$ cat src/hdl/ala_pkg.sv
// shared types and constants of the addressed line assembler
// no dependencies; used by the top level and the checker
package ala_pkg;

  // character codes
  localparam logic [7:0] CH_BS    = 8'h08;
  localparam logic [7:0] CH_DEL   = 8'h7F;
  localparam logic [7:0] CH_CR    = 8'h0D;
  localparam logic [7:0] CH_LF    = 8'h0A;
  localparam logic [7:0] CH_SP    = 8'h20;
  localparam logic [7:0] CH_COLON = 8'h3A;
  localparam logic [7:0] PRINT_LO = 8'd32;
  localparam logic [7:0] PRINT_HI = 8'd126;
  localparam logic [7:0] UPPER_LO = 8'h41;
  localparam logic [7:0] UPPER_HI = 8'h5A;

  // result kinds
  localparam logic KIND_ECHO = 1'b0;
  localparam logic KIND_LINE = 1'b1;

  // configuration register map
  localparam int unsigned CFG_IDX_W  = 2;
  localparam int unsigned CFG_DATA_W = 8;
  localparam logic [CFG_IDX_W-1:0] REG_ECHO_ENABLE  = 2'd0;
  localparam logic [CFG_IDX_W-1:0] REG_CARD_ID      = 2'd1;
  localparam logic [CFG_IDX_W-1:0] REG_BROADCAST_ID = 2'd2;

  // register reset values
  localparam logic       ECHO_RST  = 1'b0;
  localparam logic [7:0] CARD_RST  = 8'd101;
  localparam logic [7:0] BCAST_RST = 8'd42;

  typedef enum logic [2:0] {
    S_IDLE  = 3'b001,
    S_ECHO  = 3'b010,
    S_DRAIN = 3'b100
  } state_t;

  function automatic logic [7:0] to_lower(input logic [7:0] c);
    logic [7:0] res;
    res = c;
    if (c >= UPPER_LO && c <= UPPER_HI) begin
      res = c + 8'd32;
    end
    return res;
  endfunction

endpackage

$ cat src/hdl/ala_if.sv
// valid/ready channel interfaces for received bytes and result items
// no dependencies beyond the item field widths
interface ala_in_if;
  logic       valid;
  logic       ready;
  logic [7:0] rx_byte;

  modport source (output valid, output rx_byte, input ready);
  modport sink   (input valid, input rx_byte, output ready);
  modport mon    (input valid, input rx_byte, input ready);
endinterface

interface ala_out_if;
  logic       valid;
  logic       ready;
  logic       kind;
  logic [7:0] data;
  logic       last;

  modport source (output valid, output kind, output data, output last, input ready);
  modport sink   (input valid, input kind, input data, input last, output ready);
  modport mon    (input valid, input kind, input data, input last, input ready);
endinterface

$ cat src/hdl/ala_ram.sv
// generic single-write, single-read ram with registered read data
// no dependencies
module ala_ram #(
  parameter int unsigned WIDTH = 8,
  parameter int unsigned DEPTH = 48
) (
  input  logic                     clk,
  input  logic                     we,
  input  logic [$clog2(DEPTH)-1:0] waddr,
  input  logic [WIDTH-1:0]         wdata,
  input  logic                     re,
  input  logic [$clog2(DEPTH)-1:0] raddr,
  output logic [WIDTH-1:0]         rdata
);

  logic [WIDTH-1:0] mem_r [DEPTH];
  logic [WIDTH-1:0] rdata_r;

  always_ff @(posedge clk) begin
    if (we) begin
      mem_r[waddr] <= wdata;
    end
    if (re) begin
      rdata_r <= mem_r[raddr];
    end
  end

  assign rdata = rdata_r;

endmodule

$ cat src/hdl/addressed_line_assembler_top.sv
// top level of the addressed line assembler: byte classification, line ram, output register
// depends on ala_pkg, ala_if (ala_in_if, ala_out_if) and ala_ram
//
// Builds a command line from received bytes, one byte per input item. A printable byte or an
// ignored byte does not hold the input; with echo on, a backspace holds the input while its
// three echo bytes leave the output register. With echo on, a line end holds the input while
// CR LF is echoed; when line bytes follow, the input stays held while they are read from the
// line ram and emitted. The drain reads the line ram once per cycle unless the output register
// stalls, and overlaps each read with the hand-off of the previous byte, so the single output
// register and the ram read port set the pace. The line ram has no reset and needs no
// clearing pass: only entries below the fill index are ever read. Input is taken only while
// the block is idle and the output register is empty or being emptied. Configuration writes
// land at once and are meant for idle times.
module addressed_line_assembler_top #(
  parameter int unsigned LINE_CAPACITY = 48
) (
  input  logic                                clk,
  input  logic                                rst_n,
  ala_in_if.sink                              in_ch,
  ala_out_if.source                           out_ch,
  input  logic                                cfg_we,
  input  logic [ala_pkg::CFG_IDX_W-1:0]       cfg_index,
  input  logic [ala_pkg::CFG_DATA_W-1:0]      cfg_wdata
);

  // fill index holds at most LINE_CAPACITY-1, so clog2 bits suffice
  localparam int unsigned IDX_W = $clog2(LINE_CAPACITY);
  localparam logic [IDX_W-1:0] STORE_LIMIT = IDX_W'(LINE_CAPACITY - 1);
  localparam logic [IDX_W-1:0] IDX_ONE     = IDX_W'(1);
  localparam logic [IDX_W-1:0] IDX_TWO     = IDX_W'(2);

  // configuration registers
  logic       echo_r;
  logic [7:0] card_id_r;
  logic [7:0] bcast_id_r;

  // control state
  ala_pkg::state_t  state_r, state_nxt;
  logic [IDX_W-1:0] fill_r, fill_nxt;
  logic [IDX_W-1:0] len_r, len_nxt;        // drain end (exclusive)
  logic [IDX_W-1:0] rd_ptr_r, rd_ptr_nxt;  // next line ram address to read
  logic             rd_pend_r, rd_pend_nxt; // ram read data waits to be sent
  logic             drain_r, drain_nxt;    // line end will emit line bytes
  logic             bs_seq_r, bs_seq_nxt;  // echo sequence is backspace, else CR LF
  logic             phase_r, phase_nxt;    // backspace echo: 0 next space, 1 final BS

  // shadow copies of the first two stored bytes for the prefix check
  logic [7:0] b0_r, b0_nxt;
  logic [7:0] b1_r, b1_nxt;

  // output register
  logic       out_valid_r, out_valid_nxt;
  logic       out_kind_r, out_kind_nxt;
  logic [7:0] out_data_r, out_data_nxt;
  logic       out_last_r, out_last_nxt;

  // line ram ports
  logic             ram_we;
  logic             ram_re;
  logic [7:0]       ram_rdata;
  logic [7:0]       low_byte;

  // decode of the incoming byte
  logic load_ok;
  logic in_ready;
  logic accept;
  logic is_eol;
  logic is_bs;
  logic is_prt;
  logic has_pfx;
  logic id_match;
  logic line_ok;
  logic [IDX_W-1:0] start_idx;
  logic drain_now;
  logic more;
  logic pop;

  ala_ram #(
    .WIDTH (8),
    .DEPTH (LINE_CAPACITY)
  ) u_line_ram (
    .clk   (clk),
    .we    (ram_we),
    .waddr (fill_r),
    .wdata (low_byte),
    .re    (ram_re),
    .raddr (rd_ptr_r),
    .rdata (ram_rdata)
  );

  assign low_byte = ala_pkg::to_lower(in_ch.rx_byte);

  // a new result may be loaded when the output register is free or being taken
  assign load_ok  = !out_valid_r || out_ch.ready;
  assign in_ready = (state_r == ala_pkg::S_IDLE) && load_ok;
  assign accept   = in_ch.valid && in_ready;

  assign is_eol = in_ch.rx_byte inside {ala_pkg::CH_CR, ala_pkg::CH_LF};
  assign is_bs  = in_ch.rx_byte inside {ala_pkg::CH_BS, ala_pkg::CH_DEL};
  assign is_prt = (in_ch.rx_byte inside {[ala_pkg::PRINT_LO:ala_pkg::PRINT_HI]})
                  && (fill_r < STORE_LIMIT);

  // address prefix: at least two bytes stored and the second is a colon
  assign has_pfx   = (fill_r >= IDX_TWO) && (b1_r == ala_pkg::CH_COLON);
  assign id_match  = (b0_r == card_id_r) || (b0_r == bcast_id_r);
  assign line_ok   = !has_pfx || id_match;
  assign start_idx = has_pfx ? IDX_TWO : '0;
  assign drain_now = line_ok && (fill_r > start_idx);

  // drain bookkeeping
  assign more = (rd_ptr_r != len_r);
  assign pop  = rd_pend_r && load_ok;

  always_comb begin
    state_nxt     = state_r;
    fill_nxt      = fill_r;
    len_nxt       = len_r;
    rd_ptr_nxt    = rd_ptr_r;
    rd_pend_nxt   = rd_pend_r;
    drain_nxt     = drain_r;
    bs_seq_nxt    = bs_seq_r;
    phase_nxt     = phase_r;
    b0_nxt        = b0_r;
    b1_nxt        = b1_r;
    out_valid_nxt = out_valid_r && !out_ch.ready;
    out_kind_nxt  = out_kind_r;
    out_data_nxt  = out_data_r;
    out_last_nxt  = out_last_r;
    ram_we        = 1'b0;
    ram_re        = 1'b0;

    case (state_r)
      ala_pkg::S_IDLE: begin
        if (accept) begin
          if (is_eol) begin
            // line end: the line is cleared whatever happens to it
            fill_nxt    = '0;
            len_nxt     = fill_r;
            rd_ptr_nxt  = start_idx;
            rd_pend_nxt = 1'b0;
            drain_nxt   = drain_now;
            if (echo_r) begin
              out_valid_nxt = 1'b1;
              out_kind_nxt  = ala_pkg::KIND_ECHO;
              out_data_nxt  = ala_pkg::CH_CR;
              out_last_nxt  = 1'b0;
              bs_seq_nxt    = 1'b0;
              phase_nxt     = 1'b0;
              state_nxt     = ala_pkg::S_ECHO;
            end else if (drain_now) begin
              state_nxt = ala_pkg::S_DRAIN;
            end
          end else if (is_bs) begin
            // backspace on an empty line is dropped silently
            if (fill_r != '0) begin
              fill_nxt = fill_r - IDX_ONE;
              if (echo_r) begin
                out_valid_nxt = 1'b1;
                out_kind_nxt  = ala_pkg::KIND_ECHO;
                out_data_nxt  = ala_pkg::CH_BS;
                out_last_nxt  = 1'b0;
                bs_seq_nxt    = 1'b1;
                phase_nxt     = 1'b0;
                state_nxt     = ala_pkg::S_ECHO;
              end
            end
          end else if (is_prt) begin
            ram_we   = 1'b1;
            fill_nxt = fill_r + IDX_ONE;
            if (fill_r == '0) begin
              b0_nxt = low_byte;
            end
            if (fill_r == IDX_ONE) begin
              b1_nxt = low_byte;
            end
            // echo keeps the original case
            if (echo_r) begin
              out_valid_nxt = 1'b1;
              out_kind_nxt  = ala_pkg::KIND_ECHO;
              out_data_nxt  = in_ch.rx_byte;
              out_last_nxt  = 1'b1;
            end
          end
        end
      end

      ala_pkg::S_ECHO: begin
        if (load_ok) begin
          out_valid_nxt = 1'b1;
          out_kind_nxt  = ala_pkg::KIND_ECHO;
          if (bs_seq_r) begin
            if (!phase_r) begin
              out_data_nxt = ala_pkg::CH_SP;
              out_last_nxt = 1'b0;
              phase_nxt    = 1'b1;
            end else begin
              out_data_nxt = ala_pkg::CH_BS;
              out_last_nxt = 1'b1;
              state_nxt    = ala_pkg::S_IDLE;
            end
          end else begin
            // LF closes the item unless line bytes follow
            out_data_nxt = ala_pkg::CH_LF;
            out_last_nxt = !drain_r;
            state_nxt    = drain_r ? ala_pkg::S_DRAIN : ala_pkg::S_IDLE;
          end
        end
      end

      ala_pkg::S_DRAIN: begin
        // read one entry ahead; the ram holds its data until the next read
        ram_re = more && (!rd_pend_r || load_ok);
        if (ram_re) begin
          rd_ptr_nxt = rd_ptr_r + IDX_ONE;
        end
        if (pop) begin
          out_valid_nxt = 1'b1;
          out_kind_nxt  = ala_pkg::KIND_LINE;
          out_data_nxt  = ram_rdata;
          out_last_nxt  = !more;
          if (!more) begin
            state_nxt = ala_pkg::S_IDLE;
          end
        end
        rd_pend_nxt = ram_re || (rd_pend_r && !pop);
      end

      default: begin
        state_nxt = ala_pkg::S_IDLE;
      end
    endcase
  end

  // control registers and configuration
  always_ff @(posedge clk) begin
    if (!rst_n) begin
      state_r     <= ala_pkg::S_IDLE;
      fill_r      <= '0;
      rd_pend_r   <= 1'b0;
      out_valid_r <= 1'b0;
      echo_r      <= ala_pkg::ECHO_RST;
      card_id_r   <= ala_pkg::CARD_RST;
      bcast_id_r  <= ala_pkg::BCAST_RST;
    end else begin
      state_r     <= state_nxt;
      fill_r      <= fill_nxt;
      rd_pend_r   <= rd_pend_nxt;
      out_valid_r <= out_valid_nxt;
      if (cfg_we) begin
        case (cfg_index)
          ala_pkg::REG_ECHO_ENABLE:  echo_r     <= cfg_wdata[0];
          ala_pkg::REG_CARD_ID:      card_id_r  <= cfg_wdata;
          ala_pkg::REG_BROADCAST_ID: bcast_id_r <= cfg_wdata;
          default: begin
          end
        endcase
      end
    end
  end

  // payload and sequencing registers, no reset needed
  always_ff @(posedge clk) begin
    len_r      <= len_nxt;
    rd_ptr_r   <= rd_ptr_nxt;
    drain_r    <= drain_nxt;
    bs_seq_r   <= bs_seq_nxt;
    phase_r    <= phase_nxt;
    b0_r       <= b0_nxt;
    b1_r       <= b1_nxt;
    out_kind_r <= out_kind_nxt;
    out_data_r <= out_data_nxt;
    out_last_r <= out_last_nxt;
  end

  assign in_ch.ready  = in_ready;
  assign out_ch.valid = out_valid_r;
  assign out_ch.kind  = out_kind_r;
  assign out_ch.data  = out_data_r;
  assign out_ch.last  = out_last_r;

endmodule

$ cat src/flat_wrapper.sv
// flat-port wrapper written by rule: the top's interface ports become plain ports
module addressed_line_assembler_top_flat 
#(
  parameter int unsigned LINE_CAPACITY = 48
)
  (clk, rst_n, cfg_we, cfg_index, cfg_wdata, in_ch_valid, in_ch_rx_byte, in_ch_ready, out_ch_valid, out_ch_kind, out_ch_data, out_ch_last, out_ch_ready);
  ala_in_if in_ch_i ();
  ala_out_if out_ch_i ();
  input  logic clk;
  input  logic rst_n;
  input  logic cfg_we;
  input  logic [ala_pkg::CFG_IDX_W-1:0] cfg_index;
  input  logic [ala_pkg::CFG_DATA_W-1:0] cfg_wdata;
  input wire logic [$bits(in_ch_i.valid)-1:0] in_ch_valid;
  input wire logic [$bits(in_ch_i.rx_byte)-1:0] in_ch_rx_byte;
  output wire logic [$bits(in_ch_i.ready)-1:0] in_ch_ready;
  output wire logic [$bits(out_ch_i.valid)-1:0] out_ch_valid;
  output wire logic [$bits(out_ch_i.kind)-1:0] out_ch_kind;
  output wire logic [$bits(out_ch_i.data)-1:0] out_ch_data;
  output wire logic [$bits(out_ch_i.last)-1:0] out_ch_last;
  input wire logic [$bits(out_ch_i.ready)-1:0] out_ch_ready;
  assign in_ch_i.valid = in_ch_valid;
  assign in_ch_i.rx_byte = in_ch_rx_byte;
  assign in_ch_ready = in_ch_i.ready;
  assign out_ch_valid = out_ch_i.valid;
  assign out_ch_kind = out_ch_i.kind;
  assign out_ch_data = out_ch_i.data;
  assign out_ch_last = out_ch_i.last;
  assign out_ch_i.ready = out_ch_ready;
  addressed_line_assembler_top #(.LINE_CAPACITY(LINE_CAPACITY)) u_core (.clk(clk), .rst_n(rst_n), .in_ch(in_ch_i), .out_ch(out_ch_i), .cfg_we(cfg_we), .cfg_index(cfg_index), .cfg_wdata(cfg_wdata));
endmodule
$ cat config.mk
export PLATFORM = sky130hd
export DESIGN_NAME = addressed_line_assembler_top_flat
export DESIGN_NICKNAME = d
export VERILOG_FILES = /design/src/hdl/ala_pkg.sv /design/src/hdl/ala_if.sv /design/src/hdl/ala_ram.sv /design/src/hdl/addressed_line_assembler_top.sv /design/src/flat_wrapper.sv
export SDC_FILE = /design/constraint.sdc
export NUM_CORES = 1
export LEC_CHECK = 0
export ABC_AREA = 1
export BUFFER_PORTS_ARGS = -buffer_cell sky130_fd_sc_hd__buf_2
export CORE_UTILIZATION = 53
export DETAILED_ROUTE_END_ITERATION = 8
export PLACE_DENSITY = 0.67
export SLEW_MARGIN = 20
export SYNTH_ARGS = -nofsm -noshare
export SYNTH_HDL_FRONTEND = slang
export SYNTH_HIERARCHICAL = 1
export SYNTH_SLANG_ARGS = --single-unit
$ cat constraint.sdc
create_clock -name clk -period 7.6 [get_ports clk]
set_clock_uncertainty 0.2 [all_clocks]
set_input_delay 1.52 -clock clk [delete_from_list [all_inputs] [get_ports clk]]
set_output_delay 1.52 -clock clk [all_outputs]
set_load 0.02 [all_outputs]
==> results of run 1 <==
## power by group
group | switching [mW] | total (mW) | leakage, nW | internal, mW
clock network | 0.930 | 2.26 | 0.730 | 1.33
logic | 0.109 | 0.140 | 2.97 | 0.0313
registers | 0.00672 | 2.80 | 4.13 | 2.79
total | 1.05 | 5.19 | 7.82 | 4.15
## metal layers
layer | track usage (%) | up-vias
li1 | - | 6301
met1 | 36.7 | 6458
met2 | 39.1 | 635
met3 | 5.22 | 124
met4 | 11.1 | 0
met5 | 0 | -
## kinds of logic after synthesis
group | count (synthesis)
simple gates | 970
flops | 461
buf+inv | 166
compound gates | 162
xor+xnor | 17
fa+ha+maj | 9
## flip-flops by register name, summed over array words and instances (netlist names)
| register | cells |
|---|---|
| u_core/len_r | 6 |
| u_core/echo_r | 1 |
| u_core/b1_r | 8 |
| u_core/out_ch.kind | 1 |
| u_core/phase_r | 1 |
| u_core/rd_pend_r | 1 |
| u_core/fill_r | 6 |
| u_core/drain_r | 1 |
| u_core/out_ch.last | 1 |
| u_core/bcast_id_r | 8 |
| u_core/u_line_ram/rdata | 8 |
| u_core/out_ch.valid | 1 |
| u_core/u_line_ram/mem_r | 384 |
| u_core/b0_r | 8 |
| u_core/bs_seq_r | 1 |
| u_core/rd_ptr_r | 6 |
| u_core/out_ch.data | 8 |
| u_core/state_r | 3 |
| u_core/card_id_r | 8 |
## synthesized netlist by cell type (all sizes together)
cell	count	share of area, %
a22o	2	0.089
o2111ai	1	0.045
nand4	16	0.51
nor4	9	0.29
nor2	198	3.9
clkbuf	23	0.44
ha	9	0.57
xor2	6	0.27
o21ai	92	2.3
nor3b	1	0.064
a31oi	3	0.095
a211oi	1	0.038
xnor2	11	0.49
buf	67	2.0
nand3	268	6.8
o221ai	1	0.045
and2	1	0.032
a21boi	1	0.038
or2	1	0.032
edfxtp	433	66
a21oi	23	0.64
clkinv	2	0.038
inv	74	1.4
o211ai	37	1.4
a311oi	1	0.045
nor3	10	0.48
nand2	466	8.9
dfxtp	28	2.8
## final cells by class
| cell class | instances | share of cell area, % |
|---|---|---|
| sequential | 461 | 62.5 |
| multi-input combinational | 1158 | 24.7 |
| clock buffer | 59 | 5.73 |
| tap | 468 | 2.70 |
| timing repair buffer | 61 | 1.78 |
| inverter | 76 | 1.33 |
| clock inverter | 27 | 1.25 |
## worst paths after layout
check / from / endpoint / slack [ns] / cells past startpoint
hold reg to reg: u_core/bcast_id_r[7] / u_core/bcast_id_r[7] / 0.28 / 2
hold / removal: u_core/bcast_id_r[7] / u_core/bcast_id_r[7] / 0.28 / 2
setup / recovery: in_ch_rx_byte[3] / u_core/u_line_ram/mem_r[41][4] / 3.02 / 11
setup reg to reg: u_core/rd_ptr_r[0] / u_core/u_line_ram/rdata[2] / 3.61 / 9
## worst max-delay path, stage by stage
cell and delay (ns):
buf_2 0.12, buf_4 0.34, nor2_1 0.22, nand3_1 0.10, nor2_1 0.10, nor2_1 0.04
nor2_1 0.10, nand2_1 0.13, nor2_2 0.44, nand4_1 0.62, nor2_1 0.81
==> results by group, run 1 <==
Clocking
  • Setup bufs post-CTS: 0
  • Depth of the CTS H-tree: 2
  • Maximum number of buffers from clock root to sink: 3
  • CTS Root Cell: clkbuf_16
  • Clock Sinks: 461
  • Count of cells resized by post-cts repair: 0
  • Clock tree from TritonCTS: built
  • Clock latency on the worst-skew pair: 0.57 ns
  • Clock edge transition at the registers on the reported setup and hold paths: 0.06 ns
  • Number of buffers created by CTS: 47
  • Cts hold-fix bufs: 0

STA
  • Final slew viol count: 0
  • Tmin final: 4.58 ns
  • Final worst path period share: 60.2%
  • Hold Violations, Final: 0
  • Worst slew pin tran: 1.04 ns
  • Sum of negative setup slack: 0 ns
  • Slew margin rel.: 30.7%
  • Setup repair after global routing missed its margin: false
  • Final Worst Setup Slack: 3.02 ns
  • Final setup violation count: 0
  • Worst hold-check slack: 0.276 ns
  • Max Clk Rate: 218 MHz

Die
  • Number of rows created at floorplan: 70
  • Area of the core: 36500 sq um
  • Die W: 195 um
  • Die area: 37900 sq um
  • Die Y-Extent: 195 um
  • # IOs: 35
  • Initial core utilization: 53.9%

Routing
  • Antenna viol nets, final: 0
  • Routed wl met2: 21.7 mm
  • Number of DRC markers after the initial detailed-route iteration: 1439
  • Total iterations of the first detailed-routing run: 7
  • DR top layer: met4
  • Routed wire length on met3: 4.43 mm
  • Met1 Wirelength: 20.4 mm
  • Vias per cell: 5.85
  • Routed wire per std cell: 21.0 um
  • Post-route DRC: 0
  • Vias post-DR: 13500
  • Total routed wirelength: 48.4 mm

Setup path
  • CP startpoint kind: input port
  • Required time reported for the critical path endpoint: 7.59 ns
  • Crit. End Element: flop
  • Data arrival at the endpoint of the critical path: 4.57 ns
  • Crit Path Category: input port to flop
  • Largest fanout of any net on the critical path: 53

Pwr
  • Power density cells: 239 nW/um^2
  • Peak supply drop: 171 uV
  • Lkg Pwr: 7.82 nW
  • Tot Pwr: 5.19 mW

Yosys
  • Fraction of the mapped netlist area in adder cells: 0.573%
  • Simple-gate share of the synthesized area: 21.0%
  • Post-synthesis register bit count: 461
  • Synthesized area per cell: 11.0 sq um
  • Syn Std Cell Area: 19700 sq um
  • Compound-Gate Fraction of Synth Area: 4.79%
  • Number of distinct library cell variants in the gate-level netlist after synthesis: 40
  • Largest family of logic cells by synthesized area: simple AND/OR/NAND/NOR gates
  • Synthesis Warnings: 6
  • Cells after synthesis: 1785
  • Post-synth net total: 1817
  • Share of synthesized area occupied by flip-flops and latches: 69.0%
  • Post-synthesis share of cell area spent on xor and xnor gates: 0.757%
  • Mux share of post-synthesis cell area: 0%

Global route
  • Antenna violations before repair: 0
  • First-pass GRT wire length: 74.0 mm
  • Pin count of the biggest net entering global routing: 198
  • GRT overflow: 0
  • Vias in the first global route: 12900
  • All-layer global routing usage: 25.9%

Finish
  • Post-layout nets: 1837
  • Diodes inserted: 0
  • Area growth from synthesis to layout: 10.3%
  • Most used cells in the layout excluding fill and tap cells: 462 x nand2_1, 433 x edfxtp_1, 268 x nand3_1
  • Final-layout fill cell count: 2965
  • Ratio of cells with drive above 1 in the final layout: 8.63%
  • Final design utilization: 59.4%
  • Multi-input combinational cell area: 5360 sq um
  • Most common cell after layout, fill and taps aside: nand2_1
  • Final design instance area without fill: 21700 sq um
  • Sequential Area: 13600 sq um
  • Number of non-filler instances in the completed layout: 2310

Place
  • Placed cell count: 2224
  • Number of buffer cells added on primary ports: 34
  • Cell Area, Placed: 20200 sq um
  • Final HPWL from detailed placement: 29.2 mm
  • Gp weighted congestion: 0.882
  • Worst slack, placed: 2.42 ns

Min path
  • Classification of the worst-slack hold path: flop to flop

Outcome
  • Outcome: finished, final reports clean

Flow run
  • Count of max-cap constraint violations: 0
No activity file was read; power rests on OpenSTA's default activity.
==> run 2: changes to the inputs <==
--- a/config.mk
+++ b/config.mk
@@ -9,7 +9,7 @@
 export BUFFER_PORTS_ARGS = -buffer_cell sky130_fd_sc_hd__buf_2
 export CORE_UTILIZATION = 53
 export DETAILED_ROUTE_END_ITERATION = 8
-export PLACE_DENSITY = 0.67
+export PLACE_DENSITY = 0.7
 export SLEW_MARGIN = 20
 export SYNTH_ARGS = -nofsm -noshare
 export SYNTH_HDL_FRONTEND = slang
==> constraint.sdc (replaced) <==
create_clock -name clk -period 3.9 [get_ports clk]
set_clock_uncertainty 0.2 [all_clocks]
set_input_delay 0.78 -clock clk [delete_from_list [all_inputs] [get_ports clk]]
set_output_delay 0.78 -clock clk [all_outputs]
set_load 0.02 [all_outputs]
==> run 2 against run 1 <==
Sequential share of layout area is 0.95 points lower. Cell area is 1.5% higher. Critical endpoint is now u_core/u_line_ram/mem_r[35][5]. Sequential power is 95% higher.
==> results by group, run 2 (same netlist as run 1, synthesis figures left out) <==
Routing
  • Vias post-DR: 13600 (was 13500)
  • Routed wire per std cell: 20.7 um (was 21.0 um)
  • Vias per cell: 5.77 (was 5.85)
  • Number of DRC markers after the initial detailed-route iteration: 1474 (was 1439)
  • Total routed wirelength: 48.8 mm (was 48.4 mm)
  • Antenna viol nets, final: 0 (unchanged)
  • Total iterations of the first detailed-routing run: 6 (was 7)
  • Post-route DRC: 0 (unchanged)

Pwr
  • Clk network pwr share: 41.7% (was 43.5%)
  • Switching power as a share of total power: 20.3% (was 20.1%)
  • Net Switching: 2.00 mW (was 1.05 mW)
  • Power density cells: 447 nW/um^2 (was 239 nW/um^2)
  • Reg power frac: 55.4% (was 53.8%)
  • Lkg Pwr: 8.07 nW (was 7.82 nW)
  • Power Internal: 7.84 mW (was 4.15 mW)
  • Combinational share of power: 2.9% (was 2.7%)
  • Peak supply drop: 326 uV (was 171 uV)

Min path
  • Classification of the worst-slack hold path: input port to flop (was flop to flop)

Setup path
  • Crit Path Category: input port to flop (unchanged)
  • Worst path slowest cell: nor2_1 (unchanged)
  • Number of cells on the critical path: 12 (was 11)
  • Crit. End Element: flop (unchanged)
  • Source of the worst register-to-register timing path: u_core/fill_r[0] (was u_core/rd_ptr_r[0])
  • Cell-by-cell trace of the critical path: buf_2, inv_1, ha_1, nand3_1, nor2_1, nor2_1, nor2_1, nand2_1, nor2_2, buf_4, nand4_1, nor2_1 (was buf_2, buf_4, nor2_1, nand3_1, nor2_1, nor2_1, nor2_1, nand2_1, nor2_2, nand4_1, nor2_1)
  • Data arrival at the endpoint of the critical path: 3.21 ns (was 4.57 ns)
  • FF-to-FF End: u_core/u_line_ram/mem_r[35][5] (was u_core/u_line_ram/rdata[2])
  • Required time reported for the critical path endpoint: 3.89 ns (was 7.59 ns)
  • Source of the critical timing path: in_ch_rx_byte[6] (was in_ch_rx_byte[3])
  • CP startpoint kind: input port (unchanged)
  • Worst Reg2Reg Path Length in Cells: 9 (unchanged)
  • Flop2flop setup slack: 0.68 ns (was 3.61 ns)
  • Delay contributed by the slowest stage of the critical path: 0.66 ns (was 0.81 ns)
  • Cell type with the highest occurrence count on the critical path: nor2_1 (unchanged)
  • Largest fanout of any net on the critical path: 8 (was 53)
  • Buf+Inv Stages, Crit Path: 3 (was 2)
  • Family with the most delay on the worst path: simple AND/OR/NAND/NOR gates (unchanged)
  • Capturing element of the worst setup path: u_core/u_line_ram/mem_r[35][5] (was u_core/u_line_ram/mem_r[41][4])

STA
  • Sum of negative setup slack: 0 ns (unchanged)
  • Setup repair after global routing missed its margin: false (unchanged)
  • Final slew viol count: 0 (unchanged)
  • Worst slew pin tran: 0.782 ns (was 1.04 ns)
  • Final worst path period share: 82.8%
  • Worst hold-check slack: 0.250 ns (was 0.276 ns)
  • Tmin final: 3.23 ns
  • Max Clk Rate: 310 MHz
  • Slew margin rel.: 47.8% (was 30.7%)
  • Hold Violations, Final: 0 (unchanged)
  • Final setup violation count: 0 (unchanged)

Finish
  • Area growth from synthesis to layout: 12.0% (was 10.3%)
  • Final design instance area without fill: 22000 sq um (was 21700 sq um)
  • Most used cells in the layout excluding fill and tap cells: 462 x nand2_1, 433 x edfxtp_1, 268 x nand3_1 (unchanged)
  • Post-layout nets: 1888 (was 1837)
  • Most common cell after layout, fill and taps aside: nand2_1 (unchanged)
  • Flip-flop count of the largest register, all copies and words added: 384 (unchanged)
  • Register ranked first by flip-flop count: u_core/u_line_ram/mem_r (unchanged)
  • Ratio of cells with drive above 1 in the final layout: 10.8% (was 8.63%)

Die
  • Die Y-Extent: 195 um (unchanged)
  • Number of rows created at floorplan: 70 (unchanged)
  • Area of the core: 36500 sq um (unchanged)
  • # IOs: 35 (unchanged)
  • Initial core utilization: 53.9% (unchanged)
  • Die area: 37900 sq um (unchanged)
  • Die W: 195 um (unchanged)

Clocking
  • Number of buffers created by CTS: 47 (unchanged)
  • Clock Sinks: 461 (unchanged)
  • Setup bufs post-CTS: 0 (unchanged)
  • Depth of the CTS H-tree: 2 (unchanged)
  • Cts hold-fix bufs: 0 (unchanged)
  • Clock edge transition at the registers on the reported setup and hold paths: 0.06 ns (about the same)
  • Count of cells resized by post-cts repair: 0 (unchanged)
  • Clock tree from TritonCTS: built (unchanged)
  • Clock latency on the worst-skew pair: 0.56 ns (was 0.57 ns)
  • Maximum number of buffers from clock root to sink: 3 (unchanged)
  • CTS Root Cell: clkbuf_16 (unchanged)

Place
  • Number of buffer cells added on primary ports: 34 (unchanged)
  • Gp weighted congestion: 0.964 (was 0.882)
  • Final HPWL from detailed placement: 30.1 mm (was 29.2 mm)
  • Cell Area, Placed: 20600 sq um (was 20200 sq um)

Global route
  • GRT overflow: 0 (unchanged)
  • First-pass GRT wire length: 74.5 mm (was 74.0 mm)
  • All-layer global routing usage: 26.1% (was 25.9%)
  • Pin count of the biggest net entering global routing: 141 (was 198)
  • Antenna violations before repair: 2 (was 0)
  • Vias in the first global route: 13100 (was 12900)

Flow run
  • Count of max-cap constraint violations: 0 (unchanged)

Outcome
  • Outcome: finished, final reports clean (unchanged)
## run 2: through the flow
stage	power, mW	instances	utilization [%]	setup slack, ns
after floorplan	5.68	1785	-	0.499
after global placement	5.83	2275	56.5	0.238
after detailed placement	5.84	2275	56.5	0.197
after CTS	9.90	2359	60.3	0.722
after global routing	10.1	2360	60.3	0.475
final	9.84	2361	60.3	0.672
## run 2: final cells by class
type / instances / area (sq um)
fillers: 2899 / 14500
flip-flops and latches: 461 / 13600
multi-input cells: 1158 / 5360
clock buffers: 57 / 1210
repair buffers: 112 / 843
well taps: 468 / 586
inverters: 76 / 288
clock inverters: 27 / 171
diodes: 2 / 5.00
## run 2: worst min path at each step
stage | startpoint | end | slack, ns | cells past startpoint
finish | cfg_wdata[2] | u_core/card_id_r[2] | 0.25 | 3
global route | cfg_wdata[6] | u_core/card_id_r[6] | 0.25 | 3
CTS | cfg_wdata[2] | u_core/card_id_r[2] | 0.23 | 3
detailed placement | u_core/card_id_r[7] | u_core/card_id_r[7] | 0.27 | 2
global placement | u_core/card_id_r[7] | u_core/card_id_r[7] | 0.26 | 2
floorplan | u_core/fill_r[2] | u_core/len_r[2] | 0.22 | 0
## run 2: power by group through the flow
stage                     clock (mW)  combinational (mW)  sequential, mW
after detailed placement           0               0.283            5.55
after CTS                       4.17               0.285            5.45
final                           4.11               0.286            5.45
after global routing            4.34               0.310            5.45
after floorplan                    0               0.120            5.55
after global placement             0               0.279            5.55
## run 2: tightest hold or removal path, stage by stage
cell and delay, ns:
buf_2 0.09, nand2_1 0.04, nand3_1 0.06
## run 2: metal layers
layer | GRT usage [%] | part of all wire, %
met1 | 36.6 | 42
met2 | 40.2 | 46
met3 | 4.55 | 8.7
met4 | 11.1 | 3.7
met5 | 0 | 0
